**src/sv/bcdt_pkg.sv**
```systemverilog
// Shared types, key codes and digit limits for the BCD countdown timer.
package bcdt_pkg;

  localparam int unsigned NumDigits  = 6;
  localparam int unsigned CursorW    = 3;
  localparam logic [CursorW-1:0] LastCursor = CursorW'(NumDigits - 1);

  // Key characters recognized on a key press.
  localparam logic [7:0] KeyZero  = 8'h30;
  localparam logic [7:0] KeyNine  = 8'h39;
  localparam logic [7:0] KeyLeft  = 8'h3C;
  localparam logic [7:0] KeyRight = 8'h3E;

  // Action codes of an input item.
  localparam logic ActKey  = 1'b0;
  localparam logic ActTick = 1'b1;

  typedef logic [3:0] digit_t;
  typedef digit_t [NumDigits-1:0] digits_t;
  typedef logic [CursorW-1:0] cursor_t;

  // Outcome of one item: new state plus the status flags of the result.
  typedef struct packed {
    logic    accepted;
    logic    expired;
    digits_t digits;
    cursor_t cursor;
  } step_t;

  // Value a digit takes when a borrow passes through it: 5 for tens of
  // minutes and seconds, 9 for all ones digits and the hour tens.
  function automatic digit_t reload_value(input int unsigned pos);
    digit_t val;
    val = 4'd9;
    if (pos == 2 || pos == 4) begin
      val = 4'd5;
    end
    return val;
  endfunction

endpackage

```
**src/sv/bcdt_step.sv**
```systemverilog
// Next-state logic of the timer: digit entry, cursor moves and the borrow chain.
module bcdt_step
  import bcdt_pkg::*;
(
  input  logic    action,
  input  logic [7:0] key_code,
  input  digits_t digits,
  input  cursor_t cursor,
  output step_t   step
);

  digits_t dec_digits;
  logic    borrow_out;
  digit_t  key_offset;

  // Count down by one second: the borrow ripples up from the seconds ones
  // digit and stops at the first non-zero digit.
  always_comb begin
    logic borrow;
    borrow     = 1'b1;
    dec_digits = digits;
    for (int pos = NumDigits - 1; pos >= 0; pos--) begin
      if (borrow) begin
        if (digits[pos] != 4'd0) begin
          dec_digits[pos] = digits[pos] - 4'd1;
          borrow          = 1'b0;
        end else begin
          dec_digits[pos] = reload_value(pos);
        end
      end
    end
    borrow_out = borrow;
  end

  // Digit keys sit on a 16-aligned code, so the low nibble is the digit.
  assign key_offset = key_code[3:0] - KeyZero[3:0];

  // Select the effect of the item on the digits and the cursor.
  always_comb begin
    step.accepted = 1'b1;
    step.expired  = 1'b0;
    step.digits   = digits;
    step.cursor   = cursor;
    priority if (action == ActTick) begin
      // A tick at all zeros leaves the digits alone and flags expiry.
      if (borrow_out) begin
        step.expired = 1'b1;
      end else begin
        step.digits = dec_digits;
      end
    end else if (key_code >= KeyZero && key_code <= KeyNine) begin
      if (cursor <= LastCursor) begin
        step.digits[cursor] = key_offset;
      end
    end else if (key_code == KeyLeft) begin
      if (cursor != '0) begin
        step.cursor = cursor - CursorW'(1);
      end
    end else if (key_code == KeyRight) begin
      if (cursor < LastCursor) begin
        step.cursor = cursor + CursorW'(1);
      end
    end else begin
      step.accepted = 1'b0;
    end
  end

endmodule

```
**src/sv/bcd_countdown_timer_with_digit_entry.sv**
```systemverilog
// Top level of the BCD HH:MM:SS countdown timer with digit entry.
//
// Each input transfer (a key press or a one-second tick) yields exactly one
// result transfer with the status flags, the six digits and the edit cursor
// after that item. An item is held in the input register and then lands in
// the result register, and one item can be taken in every cycle while
// out_stall is low; the digit and cursor registers are updated as each item
// moves into the result register. While a result waits under out_stall, one
// more item can sit in the input register before in_stall rises. Reset clears
// the time to 00:00:00 and puts the cursor on the hour tens digit.
module bcd_countdown_timer_with_digit_entry
  import bcdt_pkg::*;
(
  input  logic       clk,
  input  logic       rst,
  input  logic       in_valid,
  output logic       in_stall,
  input  logic       action,
  input  logic [7:0] key_code,
  output logic       out_valid,
  input  logic       out_stall,
  output logic       accepted,
  output logic [3:0] hour_tens,
  output logic [3:0] hour_ones,
  output logic [3:0] minute_tens,
  output logic [3:0] minute_ones,
  output logic [3:0] second_tens,
  output logic [3:0] second_ones,
  output logic [2:0] cursor_index,
  output logic       expired
);

  logic       stage_valid;
  logic       stage_action;
  logic [7:0] stage_key;
  digits_t    digits;
  cursor_t    cursor;
  step_t      step;
  logic       advance;
  logic       res_accepted;
  logic       res_expired;

  // The result slot is free when empty or when its transfer completes now.
  assign advance  = stage_valid && (!out_valid || !out_stall);
  assign in_stall = stage_valid && !advance;

  // Input register.
  always_ff @(posedge clk) begin
    if (rst) begin
      stage_valid <= 1'b0;
    end else if (!in_stall) begin
      stage_valid <= in_valid;
    end
    if (!in_stall && in_valid) begin
      stage_action <= action;
      stage_key    <= key_code;
    end
  end

  bcdt_step u_step (
    .action   (stage_action),
    .key_code (stage_key),
    .digits   (digits),
    .cursor   (cursor),
    .step     (step)
  );

  // Timer state doubles as the result's digit and cursor fields: it only
  // changes when the result slot is loaded.
  always_ff @(posedge clk) begin
    if (rst) begin
      digits <= '0;
      cursor <= '0;
    end else if (advance) begin
      digits <= step.digits;
      cursor <= step.cursor;
    end
  end

  // Result register.
  always_ff @(posedge clk) begin
    if (rst) begin
      out_valid <= 1'b0;
    end else if (advance) begin
      out_valid <= 1'b1;
    end else if (!out_stall) begin
      out_valid <= 1'b0;
    end
    if (advance) begin
      res_accepted <= step.accepted;
      res_expired  <= step.expired;
    end
  end

  assign accepted     = res_accepted;
  assign expired      = res_expired;
  assign hour_tens    = digits[0];
  assign hour_ones    = digits[1];
  assign minute_tens  = digits[2];
  assign minute_ones  = digits[3];
  assign second_tens  = digits[4];
  assign second_ones  = digits[5];
  assign cursor_index = cursor;

  // The cursor never leaves the six digit positions.
  a_cursor_range: assert property (@(posedge clk) disable iff (rst)
    cursor <= LastCursor)
    else $error("edit cursor out of range");

  // Expiry is reported only as an accepted tick with the time at zero.
  a_expired_zero: assert property (@(posedge clk) disable iff (rst)
    out_valid && expired |-> accepted && digits == '0)
    else $error("expired with non-zero time");

  // Without an item moving into the result slot the state holds.
  a_state_hold: assert property (@(posedge clk) disable iff (rst)
    !advance |=> $stable(digits) && $stable(cursor))
    else $error("timer state changed without an item");

  // A stalled result slot is never overwritten.
  a_no_overwrite: assert property (@(posedge clk) disable iff (rst)
    out_valid && out_stall |-> !advance)
    else $error("result overwritten while stalled");

endmodule
```
**config.mk**
```make
export PLATFORM = sky130hd
export DESIGN_NAME = bcd_countdown_timer_with_digit_entry
export DESIGN_NICKNAME = d
export VERILOG_FILES = /design/src/sv/bcdt_pkg.sv /design/src/sv/bcdt_step.sv /design/src/sv/bcd_countdown_timer_with_digit_entry.sv
export SDC_FILE = /design/constraint.sdc
export NUM_CORES = 1
export LEC_CHECK = 0
export ABC_AREA = 1
export BUFFER_PORTS_ARGS = -buffer_cell sky130_fd_sc_hd__buf_2
export CORE_ASPECT_RATIO = 1.1
export CORE_MARGIN = 4
export CORE_UTILIZATION = 45
export CTS_CLUSTER_SIZE = 14
export DETAILED_ROUTE_END_ITERATION = 8
export HOLD_SLACK_MARGIN = 0.15
export MAX_ROUTING_LAYER = met4
export PLACE_DENSITY = 0.65
export SYNTH_ARGS = -nofsm -noshare
export SYNTH_HDL_FRONTEND = slang
export SYNTH_SLANG_ARGS = --single-unit
export TNS_END_PERCENT = 20
```
**constraint.sdc**
```tcl
create_clock -name clk -period 1.6 [get_ports clk]
set_input_delay 0.08 -clock clk [delete_from_list [all_inputs] [get_ports clk]]
set_output_delay 0.08 -clock clk [all_outputs]
set_load 0.05 [all_outputs]
```
Word-level counts from Yosys, hierarchy flattened
Cells that the tools add are included.
- register bits after elaboration: 40
- input bits: 13
- output and inout bits: 31
- word-level logic and storage cells: 105
- add/sub/neg operators: 8
- $lt $le $gt $ge: 6
- eq/ne operators: 10
- muxes and demuxes: 37
- bitwise gates (word level): 2
- reductions and logical operators: 29
- operators by type and width (kind ; count):
    $mux W24 ; 4
    $mux W4 ; 12
    $reduce_and A5 Y1 ; 5
    $bwmux W24 ; 1
    $reduce_bool A4 Y1 ; 6
    $sub A4 B1 Y4 const B ; 6
    $eq A8 B6 Y1 const B ; 2
    $mux W1 ; 15
    $demux W4 S3 ; 1
    $mux W3 ; 4
    $ne A2 B1 Y1 const B ; 5
    $ge A8 B6 Y1 const B ; 1
    $le A8 B6 Y1 const B ; 1
    $reduce_bool A2 Y1 ; 4
    $ne A2 B2 Y1 const B ; 3
    $reduce_and A6 Y1 ; 1
    $logic_and A1 B1 Y1 ; 5
    $logic_not A1 Y1 ; 4
    $lt A3 B4 Y1 const B ; 1
    $reduce_and A4 Y1 ; 1
    $add A3 B1 Y3 const B ; 1
    $ge A3 B1 Y1 const B ; 1
    $le A3 B3 Y1 const B ; 1
    $lt A3 B3 Y1 const B ; 1
    5 further kinds ; 6

Logic depth before layout (Yosys ltp)
Gate-level depths: netlist of the first run.
- depth in word-level cells: 10
- depth in mapped cells: 12

Cells and area by module
Synthesis of the first run repeated with hierarchy kept, for this count alone.
- cells, all modules: 537
- area total of the unflattened synthesis: 3350.7 um^2
- modules (own cells, without submodules) (module ; instances ; cells an instance ; area an instance (um^2) ; sequential area each (um^2)):
    bcd_countdown_timer_with_digit_entry ; 1 ; 199 ; 1689.1 ; 910.9
    bcdt_step ; 1 ; 338 ; 1661.6 ; 0.0

Least setup slack after synthesis of the first run
No wires, ideal clock.
- kind: register to register
- from: register out_valid
- to: register stage_action, enable pin
- setup time: 0.278 ns
- arrival time: 1.828 ns
- setup slack: -0.506 ns
- stages on the path, launching flop included: 6
- path buffers: 0
- period minus slack after synthesis: 2.106 ns
- cell sequence: dfxtp_1 > nand2_1 > nor2_1 > inv_1 > nand2_1 > inv_1
- cells in the longest elaborated chain, start to end: 7
- RTL lines (item ; RTL line ; text):
    from (decl) ; bcd_countdown_timer_with_digit_entry.sv:20 ; output logic out_valid,
    from (signal assigned) ; bcd_countdown_timer_with_digit_entry.sv:83 ; out_valid <= 1'b0;
    from (signal assigned) ; bcd_countdown_timer_with_digit_entry.sv:85 ; out_valid <= 1'b1;
    from (signal assigned) ; bcd_countdown_timer_with_digit_entry.sv:87 ; out_valid <= 1'b0;
    $logic_not A1 Y1 ; bcd_countdown_timer_with_digit_entry.sv:44 ; assign advance = stage_valid && (!out_valid || !out_stall);
    $logic_or A1 B1 Y1 ; bcd_countdown_timer_with_digit_entry.sv:44 ;
    $logic_and A1 B1 Y1 ; bcd_countdown_timer_with_digit_entry.sv:44 ;
    $logic_not A1 Y1 ; bcd_countdown_timer_with_digit_entry.sv:45 ; assign in_stall = stage_valid && !advance;
    $logic_and A1 B1 Y1 ; bcd_countdown_timer_with_digit_entry.sv:45 ;
    named net in_stall ; bcd_countdown_timer_with_digit_entry.sv:17 ; output logic in_stall,
    $logic_not A1 Y1 ; bcd_countdown_timer_with_digit_entry.sv:54 ; if (!in_stall && in_valid) begin
    $logic_and A1 B1 Y1 ; bcd_countdown_timer_with_digit_entry.sv:54 ;
    to (signal assigned) ; bcd_countdown_timer_with_digit_entry.sv:55 ; stage_action <= action;
    to (decl) ; bcd_countdown_timer_with_digit_entry.sv:34 ; logic stage_action;
The timed path passes the listed nets, and every way through them passes these cells.
A chain may end at the register's enable or synchronous reset.

Worst setup path in the final report of the first run
- from: register stage_key[6]
- to: register digits (netlist bit second_tens[2])
- cells in the longest elaborated chain, start to end: 4
- elaborated cells on any way between the ends: 5
- those cells by class: order compare: 2; reduce/logical: 3
- RTL lines (item ; RTL line ; text):
    from (decl) ; bcd_countdown_timer_with_digit_entry.sv:35 ; logic [7:0] stage_key;
    from (signal assigned) ; bcd_countdown_timer_with_digit_entry.sv:56 ; stage_key <= key_code;
    $ge A8 B6 Y1 or $le A8 B6 Y1 (tied branches) ; bcdt_step.sv:51 ; end else if (key_code >= KeyZero && key_code <= KeyNine) begin
    $logic_and A1 B1 Y1 (*) ; bcdt_step.sv:51 ;
    $reduce_bool A2 Y1 (no line) (*) ; n/a ;
    $reduce_and A5 Y1 (no line) (*) ; n/a ;
    to (signal assigned) ; bcd_countdown_timer_with_digit_entry.sv:75 ; digits <= step.digits;
    to (decl) ; bcd_countdown_timer_with_digit_entry.sv:36 ; digits_t digits;
Mark *: on every way between the ends. The rest lies on a longest branch, timed or not.

==> impl_metrics.tcl, run 1 <==
set metrics [dict create \
    synth-seq-cells 40 \
    cp-end-kind "flip-flop" \
    vdd_drop_max_mv 0.5796 \
    clk_latency_ps 300 \
    status "finished with violations" \
    setup_viol 3 \
    reg2reg_from "stage_key[6]" \
    setup_tns_ps -7.982 \
    syn_to_final_growth_pct 30.77 \
    pin_count 44 \
    die_y_um 85.80 \
    n_fill_cell 526 \
    final_cell_count_no_fill 541 \
    netlist_area_sq_um 2476 \
    gp_congestion 0.8697 \
    dp_cells 519 \
    fin_crit_sh_pct 100.3 \
    maxSlewHeadroom_pct 74.44 \
    wirelength_um 6277 \
    synth_fp_nets 397 \
    path_class "flip-flop to flip-flop" \
    hp-class "input port to flip-flop" \
    drive_gt1_share_pct 25.11 \
    arrival_ps 1830 \
    core_area_sq_um 5360 \
    dieArea_sq_um 6755 \
    leakagePower_nw 1.614 \
    cts_tree "yes" \
    cap_violations 0 \
    htree_levels 2 \
    cts.sinks 40 \
    grt_max_degree 22 \
    first_pass_iters 4 \
    fmax_mhz 623.1 \
    clkSlewWorstSetupHoldPaths_ps 70 \
    io_buffers 43 \
    cp_max_fo 8 \
    grt_usage_pct 20.14 \
    hpwlAfterDp_um 4656 \
    min_to "out_valid" \
    via_per_inst 4.828 \
    start_kind "flip-flop" \
    dr_total_vias 2612 \
    rows 28 \
    numCtsBuffers 5 \
    die_w_um 78.73 \
    ys_types 24 \
    syn_area_per_cell_sq_um 6.465 \
    yosysWarnings 0 \
    grt_pass1_wl_um 10590 \
    routedWlPerCell_um 11.60 \
    clockRootBuffer "clkbuf_8" \
    min_period_ps 1605 \
    drcViolationCount 0 \
    grt_pass1_vias 2430 \
    r2r_slack_ps -5 \
    drtAntennaViolNets 0 \
    hold_path_depth 4 \
    synthCells 383 \
    final_nets 479 \
    p_per_area_nw_per_um2 794.7 \
    slew_viol_final 0 \
    ys_seq_area_share_pct 36.79 \
    clk_path_buf_depth 2 \
    ff2ff_path_depth 12 \
    antenna_cells 0 \
    violations "negative setup slack" \
    setup_ws_ps -4.831 \
    crit_required_ps 1830 \
    skew_ps 15.07 \
    start_util_pct 46.20 \
    tightestPinTransition_ps 383.0 \
    rsz0062_at_grt "true" \
    worstHoldStart "out_stall" \
    report.final.hold_viol_count 0 \
    r2r_end "second_tens[2]" \
    drt-initial-drc-count 93 \
    antenna_found_initial 0 \
    gr-total-overflow 0 \
]
==> cell type report <==
type	instances	area, sq um	share of cell area (%)
clock inverters	2	11.26	0.3478
well taps	75	93.84	2.898
flip-flops and latches	40	914.6	28.25
clock buffers	6	72.57	2.241
inverters	42	157.7	4.869
multi-input cells	293	1408	43.47
repair buffers	83	580.6	17.93
==> worst max-delay path, cell delays in order, from the launching register on <==
cell,delay [ps]
edfxtp_1,390
inv_1,70
nand2_1,60
nor2_2,130
nand2_1,100
nand2_1,80
nand2_2,70
nor2_4,200
buf_12,160
nand2_4,60
nand2_1,70
nand2_1,40
nor2_1,100
==> metal layers <==
metal	track usage (%)	share of wire [%]
met4	6.200	0.97
met2	34.67	50
met3	3.992	4.2
met1	23.64	44
met5	-	0
==> cells by family after synthesis <==
group	after synthesis	synth area share (%)
simple gates	242	43.05
buf+inv	50	8.489
compound gates	47	9.803
flops	40	36.79
xor+xnor	3	1.061
fa+ha+maj	1	0.8085
==> report_power, final <==
group / internal (mW) / switching [mW] / total [mW] / leakage [nW]
Sequential: 1.09 / 0.0404 / 1.13 / 0.344
Clock: 0.303 / 0.359 / 0.662 / 0.0388
Combinational: 0.277 / 0.500 / 0.777 / 1.23
==> synthesized netlist by cell type <==
cell type / n / area, sq um
a21oi_1: 19 / 95.09
or2_2: 1 / 6.260
nand2_2: 3 / 18.77
inv_2: 1 / 3.750
buf_2: 6 / 30.03
fa_1: 1 / 20.02
nand4_1: 3 / 18.77
nand3_1: 30 / 150.1
edfxtp_1: 11 / 330.3
a31oi_1: 1 / 6.260
inv_1: 41 / 153.9
nand2_4: 3 / 33.78
dfxtp_1: 29 / 580.6
o21bai_1: 1 / 7.510
nor2_1: 83 / 311.6
nor2_4: 8 / 90.09
nand2_1: 104 / 390.4
o21ai_0: 22 / 110.1
buf_6: 2 / 22.52
o22ai_1: 3 / 18.77
o21ai_1: 1 / 5.000
xor2_1: 3 / 26.28
nor2_2: 5 / 31.28
nand3b_1: 2 / 15.01
==> stage by stage <==
step | worst slack, ps | util (%) | hold WS [ps] | cell area, sq um | power, mW
2_1_floorplan | -63.97 | - | 141.7 | 2487 | 1.695
3_3_place_gp | 13.92 | 55.53 | 256.4 | 2977 | 1.888
3_5_place_dp | -96.30 | 55.53 | 258.1 | 2977 | 1.896
4_1_cts | -22.74 | 59.57 | 151.6 | 3193 | 2.583
5_1_grt | -157.3 | 60.41 | 176.9 | 3238 | 2.728
6_report | -4.831 | 60.41 | 160.8 | 3238 | 2.573
==> how the worst max path moves through the flow <==
stage	start	end	cells past startpoint
3_5_place_dp	stage_key[6]	cursor_index[2]	12
3_3_place_gp	stage_key[6]	cursor_index[2]	11
4_1_cts	stage_key[6]	cursor_index[2]	12
2_1_floorplan	hour_ones[0]	second_tens[2]	10
5_1_grt	stage_key[6]	cursor_index[2]	12
6_report	stage_key[6]	second_tens[2]	12
==> layout by cell type (no fill, tap or decap), types with 19 or more instances in the layout <==
cell type and instances:
nand3_1 27, dfxtp_1 26, nor2_1 77, nand2_1 100, o21ai_0 22, buf_4 26
a21oi_1 19, inv_1 40, buf_2 43
==> state kept, by name (all words and copies together), names as in the netlist <==
register,cells
expired,1
stage_valid,1
accepted,1
cursor_index,3
minute_ones,4
minute_tens,4
second_tens,4
second_ones,4
hour_tens,4
stage_action,1
out_valid,1
stage_key,8
hour_ones,4
==> what timing repair did <==
action | in CTS | in global routing
endpoints found under the hold margin | 13 | 0
setup endpoints to repair | 1 | 27
buffers inserted | 1 | 2
hold buffers | 11 | 0
gates resized for setup | 4 | 11
pin swaps | 1 | 4
(Power assumes the default switching activity.)
==> run 2: changes to the inputs <==
--- a/config.mk
+++ b/config.mk
@@ -6,7 +6,7 @@
 export NUM_CORES = 1
 export LEC_CHECK = 0
 export ABC_AREA = 1
-export BUFFER_PORTS_ARGS = -buffer_cell sky130_fd_sc_hd__buf_2
+export BUFFER_PORTS_ARGS = -buffer_cell sky130_fd_sc_hd__buf_4
 export CORE_ASPECT_RATIO = 1.1
 export CORE_MARGIN = 4
 export CORE_UTILIZATION = 45
==> impl_metrics.tcl, run 2 (same netlist as run 1, synthesis figures left out) <==
set metrics [dict create \
    min_period_ps 1623 \
    grt_usage_pct 21.52 \
    start_kind "flip-flop" \
    reg2reg_from "stage_key[6]" \
    via_per_inst 4.820 \
    io_buffers 43 \
    die_w_um 78.73 \
    fin_crit_sh_pct 101.4 \
    grt_max_degree 22 \
    dr_total_vias 2617 \
    tightestPinTransition_ps 351.5 \
    violations "negative setup slack" \
    p_per_area_nw_per_um2 780.5 \
    clockRootBuffer "clkbuf_8" \
    rsz0062_at_grt "true" \
    numCtsBuffers 5 \
    drtAntennaViolNets 0 \
    setup_ws_ps -22.75 \
    cts_tree "yes" \
    grt_pass1_vias 2554 \
    cap_violations 0 \
    final_nets 481 \
    first_pass_iters 4 \
    worstHoldStart "out_stall" \
    path_buf_inv 2 \
    drt-initial-drc-count 90 \
    fin_util_pct 62.14 \
    vdd_drop_max_mv 0.5659 \
    clk_path_buf_depth 2 \
    clkSlewWorstSetupHoldPaths_ps 80 \
    path_class "flip-flop to flip-flop" \
    start_util_pct 46.20 \
    path_cells "inv_1 -> nand2_2 -> nor2_4 -> nand3_2 -> fa_2 -> inv_1 -> nand2_1 -> nand2_1 -> nand3_1 -> nand2_1 -> nand2_1 -> nor2_1" \
    drive_gt1_share_pct 23.72 \
    final_common_cell "nand2_1" \
    gr-total-overflow 0 \
    max_flop_register "stage_key" \
    status "finished with violations" \
    core_area_sq_um 5360 \
    dp_cells 522 \
    pin_count 44 \
    seqCellArea_sq_um 914.6 \
    fmax_mhz 616.2 \
    rows 28 \
    leakagePower_nw 1.630 \
    report.final.hold_viol_count 0 \
    skew_ps 8.450 \
    slew_viol_final 0 \
    largest_reg_flops 8 \
    final_cell_count_no_fill 543 \
    dieArea_sq_um 6755 \
    cts.sinks 40 \
    crit_path_frequent_cell "nand2_1" \
    arrival_ps 1860 \
    n_fill_cell 522 \
    cp_max_fo 3 \
    cp-end-kind "flip-flop" \
    antenna_found_initial 0 \
    drcViolationCount 0 \
    setup_tns_ps -22.75 \
    hp-class "input port to flip-flop" \
    max_stage_delay_ps 400 \
    multi_input_area_sq_um 1388 \
    clk_latency_ps 290 \
    grt_pass1_wl_um 11480 \
    routedWlPerCell_um 11.72 \
    layout_common_cells "103 x nand2_1, 78 x nor2_1, 71 x buf_4" \
    gp_congestion 0.8433 \
    syn_to_final_growth_pct 34.51 \
    crit_path_start "stage_key[6]" \
    wirelength_um 6365 \
    post-place-ws_ps -75.06 \
    die_y_um 85.80 \
    htree_levels 2 \
    maxSlewHeadroom_pct 76.54 \
    hpwlAfterDp_um 4706 \
    crit_family "simple AND/OR/NAND/NOR gates" \
    antenna_cells 0 \
    setup_viol 1 \
    crit_required_ps 1840 \
    cp_slowest_cell "edfxtp_1" \
    r2r_slack_ps -20 \
]
[run 2: cell count changes in the layout (fill, tap and decap cells not counted), sizes merged]
cell	previous run	this run
dlygate4sd3	11	12
buf	72	73
[run 2: final timing paths]
| path | endpoint | depth (start not counted) |
|---|---|---|
| setup reg to reg | cursor_index[2] | 12 |
| hold reg to reg | hour_ones[3] | 2 |
| hold / removal | stage_valid | 5 |
| setup / recovery | cursor_index[2] | 12 |
[run 2: final cells by class]
| class | instances | share of cell area [%] |
|---|---|---|
| multi-input cells | 293 | 41.66 |
| flip-flops and latches | 40 | 27.46 |
| repair buffers | 85 | 20.81 |
| inverters | 42 | 4.733 |
| well taps | 75 | 2.817 |
| clock buffers | 6 | 2.179 |
| clock inverters | 2 | 0.3381 |
[run 2: per-stage QoR]
stage	hold slack [ps]	total power, mW	area [sq um]
2_1_floorplan	141.7	1.695	2487
5_1_grt	270.5	2.752	3331
6_report	247.2	2.600	3331
3_3_place_gp	258.2	1.915	3094
4_1_cts	231.0	2.607	3316
3_5_place_dp	259.5	1.924	3094
[run 2: power breakdown]
group | total, mW | internal, mW | switching (mW)
clock network | 0.669 | 0.303 | 0.366
registers | 1.13 | 1.09 | 0.0382
logic | 0.798 | 0.299 | 0.499
[run 2: layer usage]
metal,track usage [%],up-vias,wire length (um)
met2,38.15,53,3188
met4,5.405,0,76
met5,-,-,0
li1,-,1378,-
met1,25.70,1176,2847
met3,2.836,10,252
[run 2: timing repair]
item                                    CTS  global route
gates resized for setup                   3             5
endpoints found under the hold margin    13             0
hold buffers                             12             0
endpoints found under the setup margin    1            27
gates cloned                              0             0
buffers inserted                          1             0
pin swaps                                 0             0
[run 2: worst reg2reg max path: stages, from the launching register on]
cell and delay, ps:
edfxtp_1 400, inv_1 90, nand2_2 70, nor2_4 110, nand3_2 90, fa_2 350, inv_1 60, nand2_1 50
nand2_1 50, nand3_1 100, nand2_1 80, nand2_1 50, nor2_1 90
==> run 3: changes to the inputs <==
--- a/config.mk
+++ b/config.mk
@@ -9,12 +9,12 @@
 export BUFFER_PORTS_ARGS = -buffer_cell sky130_fd_sc_hd__buf_4
 export CORE_ASPECT_RATIO = 1.1
 export CORE_MARGIN = 4
-export CORE_UTILIZATION = 45
+export CORE_UTILIZATION = 32
 export CTS_CLUSTER_SIZE = 14
 export DETAILED_ROUTE_END_ITERATION = 8
 export HOLD_SLACK_MARGIN = 0.15
 export MAX_ROUTING_LAYER = met4
-export PLACE_DENSITY = 0.65
+export PLACE_DENSITY_LB_ADDON = 0.2
 export SYNTH_ARGS = -nofsm -noshare
 export SYNTH_HDL_FRONTEND = slang
 export SYNTH_SLANG_ARGS = --single-unit
==> impl_metrics.tcl, run 3 (same netlist as run 1, synthesis figures left out) <==
set metrics [dict create \
    vdd_drop_max_mv 0.3870 \
    largest_reg_flops 8 \
    p_comb_share_pct 35.6 \
    routedWlPerCell_um 12.13 \
    wirelength_um 7183 \
    antenna_cells 0 \
    cts.sinks 40 \
    drtAntennaViolNets 0 \
    hpwlAfterDp_um 4988 \
    leakagePower_nw 1.761 \
    antenna_found_initial 0 \
    p_per_area_nw_per_um2 757.8 \
    place_area_sq_um 3159 \
    final_nets 500 \
    clockRootBuffer "clkbuf_8" \
    cp_max_fo 3 \
    n_fill_cell 767 \
    hp-class "input port to flip-flop" \
    cts_tree "yes" \
    syn_to_final_growth_pct 48.66 \
    grt_max_degree 16 \
    tightestPinTransition_ps 387.8 \
    rsz0062_at_grt "true" \
    first_pass_iters 5 \
    seqPwrFrac_pct 40.9 \
    drive_gt1_share_pct 34.09 \
    grt_usage_pct 15.63 \
    multi_input_area_sq_um 1494 \
    gp_congestion 0.9038 \
    violations "negative setup slack" \
    io_buffers 43 \
    setup_ws_ps -51.90 \
    grt_pass1_wl_um 11300 \
    gr-total-overflow 0 \
    clkSlewWorstSetupHoldPaths_ps 80 \
    skew_ps 7.063 \
    drcViolationCount 0 \
    start_kind "flip-flop" \
    seqCellArea_sq_um 925.9 \
    arrival_ps 1880 \
    htree_levels 2 \
    rows 33 \
    dr_total_vias 2740 \
    min_period_ps 1652 \
    numCtsBuffers 5 \
    max_flop_register "stage_key" \
    pin_count 44 \
    via_per_inst 4.628 \
    crit_required_ps 1830 \
    setup_tns_ps -51.90 \
    pwr-share-clk_pct 23.5 \
    core_area_sq_um 7515 \
    final_area_sq_um 3681 \
    fin_crit_sh_pct 103.2 \
    slew_viol_final 0 \
    report.final.hold_viol_count 0 \
    fmax_mhz 605.4 \
    cap_violations 0 \
    die_y_um 100.3 \
    layout_common_cells "93 x nand2_1, 86 x buf_4, 69 x nor2_1" \
    status "finished with violations" \
    dieArea_sq_um 9211 \
    drt-initial-drc-count 103 \
    grt_pass1_vias 2548 \
    p_int_mw 1.820 \
    clk_latency_ps 300 \
    hold_ws_ps 243.2 \
    power_switching_share_pct 34.75 \
    start_util_pct 32.95 \
    design_power_total_mw 2.789 \
    die_w_um 91.87 \
    cp-end-kind "flip-flop" \
    final_common_cell "nand2_1" \
    maxSlewHeadroom_pct 74.12 \
    clk_path_buf_depth 2 \
    setup_viol 1 \
    switchingPower_mw 0.9692 \
    path_class "flip-flop to flip-flop" \
]
==> run 3: cell count changes in the layout (fill, tap and decap cells not counted), moves of 3 or more <==
cell     previous run  this run
nor2_2              8        14
nand3_2             1         7
nor2_1             78        69
dfxtp_1            26        19
nand2_2             4        12
nand3_1            29        23
buf_4              71        86
nand2_1           103        93
dfxtp_2             3         9
nor2_4             10        13
==> run 3: what timing repair did <==
item,in CTS,in global routing
cloned,0,2
hold endpoints to repair,13,0
setup endpoints to repair,1,27
gates resized for setup,4,48
hold buffers,12,0
pin swaps,2,16
buffers inserted,0,16
==> run 3: metrics by stage <==
| step | std cells | util, % | setup slack [ps] |
|---|---|---|---|
| 5_1_grt | 592 | 48.98 | -145.3 |
| 3_3_place_gp | 554 | 42.04 | 3.061 |
| 4_1_cts | 574 | 44.94 | -46.60 |
| 2_1_floorplan | 383 | - | -63.97 |
| 3_5_place_dp | 554 | 42.04 | -50.34 |
| 6_report | 592 | 48.98 | -51.90 |
==> run 3: final timing paths <==
| kind | from | to | slack (ps) | depth (start not counted) |
|---|---|---|---|---|
| worst max-delay path | stage_key[7] | cursor_index[2] | -50 | 12 |
| worst min-delay path | out_stall | stage_valid | 240 | 5 |
| worst max register to register | stage_key[7] | cursor_index[2] | -50 | 12 |
| worst min register to register | hour_tens[1] | hour_tens[1] | 530 | 2 |
==> run 3: final cells by class <==
type / instances / area share, %
flip-flops and latches: 40 / 25.15
clock inverters: 3 / 0.3739
multi-input cells: 293 / 40.58
inverters: 42 / 4.351
clock buffers: 5 / 1.869
well taps: 105 / 3.569
repair buffers: 104 / 24.10
==> run 3: critical path, stage by stage (launching register included) <==
cell and delay [ps]:
edfxtp_1 390, inv_1 80, nand2_2 60, nor2_4 110, nand3_2 100, fa_2 360
inv_2 60, nand2_2 50, nand2_2 60, nand3_2 90, nand2_1 70, nand2_1 50
nor2_1 110
==> run 3: power by group through the flow <==
stage	logic [mW]	clock network, mW	registers [mW]
2_1_floorplan	0.409	0	1.29
6_report	0.992	0.657	1.14
5_1_grt	1.07	0.727	1.15
3_3_place_gp	0.785	0	1.16
3_5_place_dp	0.788	0	1.16
4_1_cts	0.815	0.684	1.13
==> run 3: routing by layer <==
layer	vias up	track usage (%)	share of wire (%)
li1	1415	-	-
met5	-	-	0
met3	13	3.148	5.7
met1	1230	18.07	42
met2	82	25.96	50
met4	0	7.657	1.8
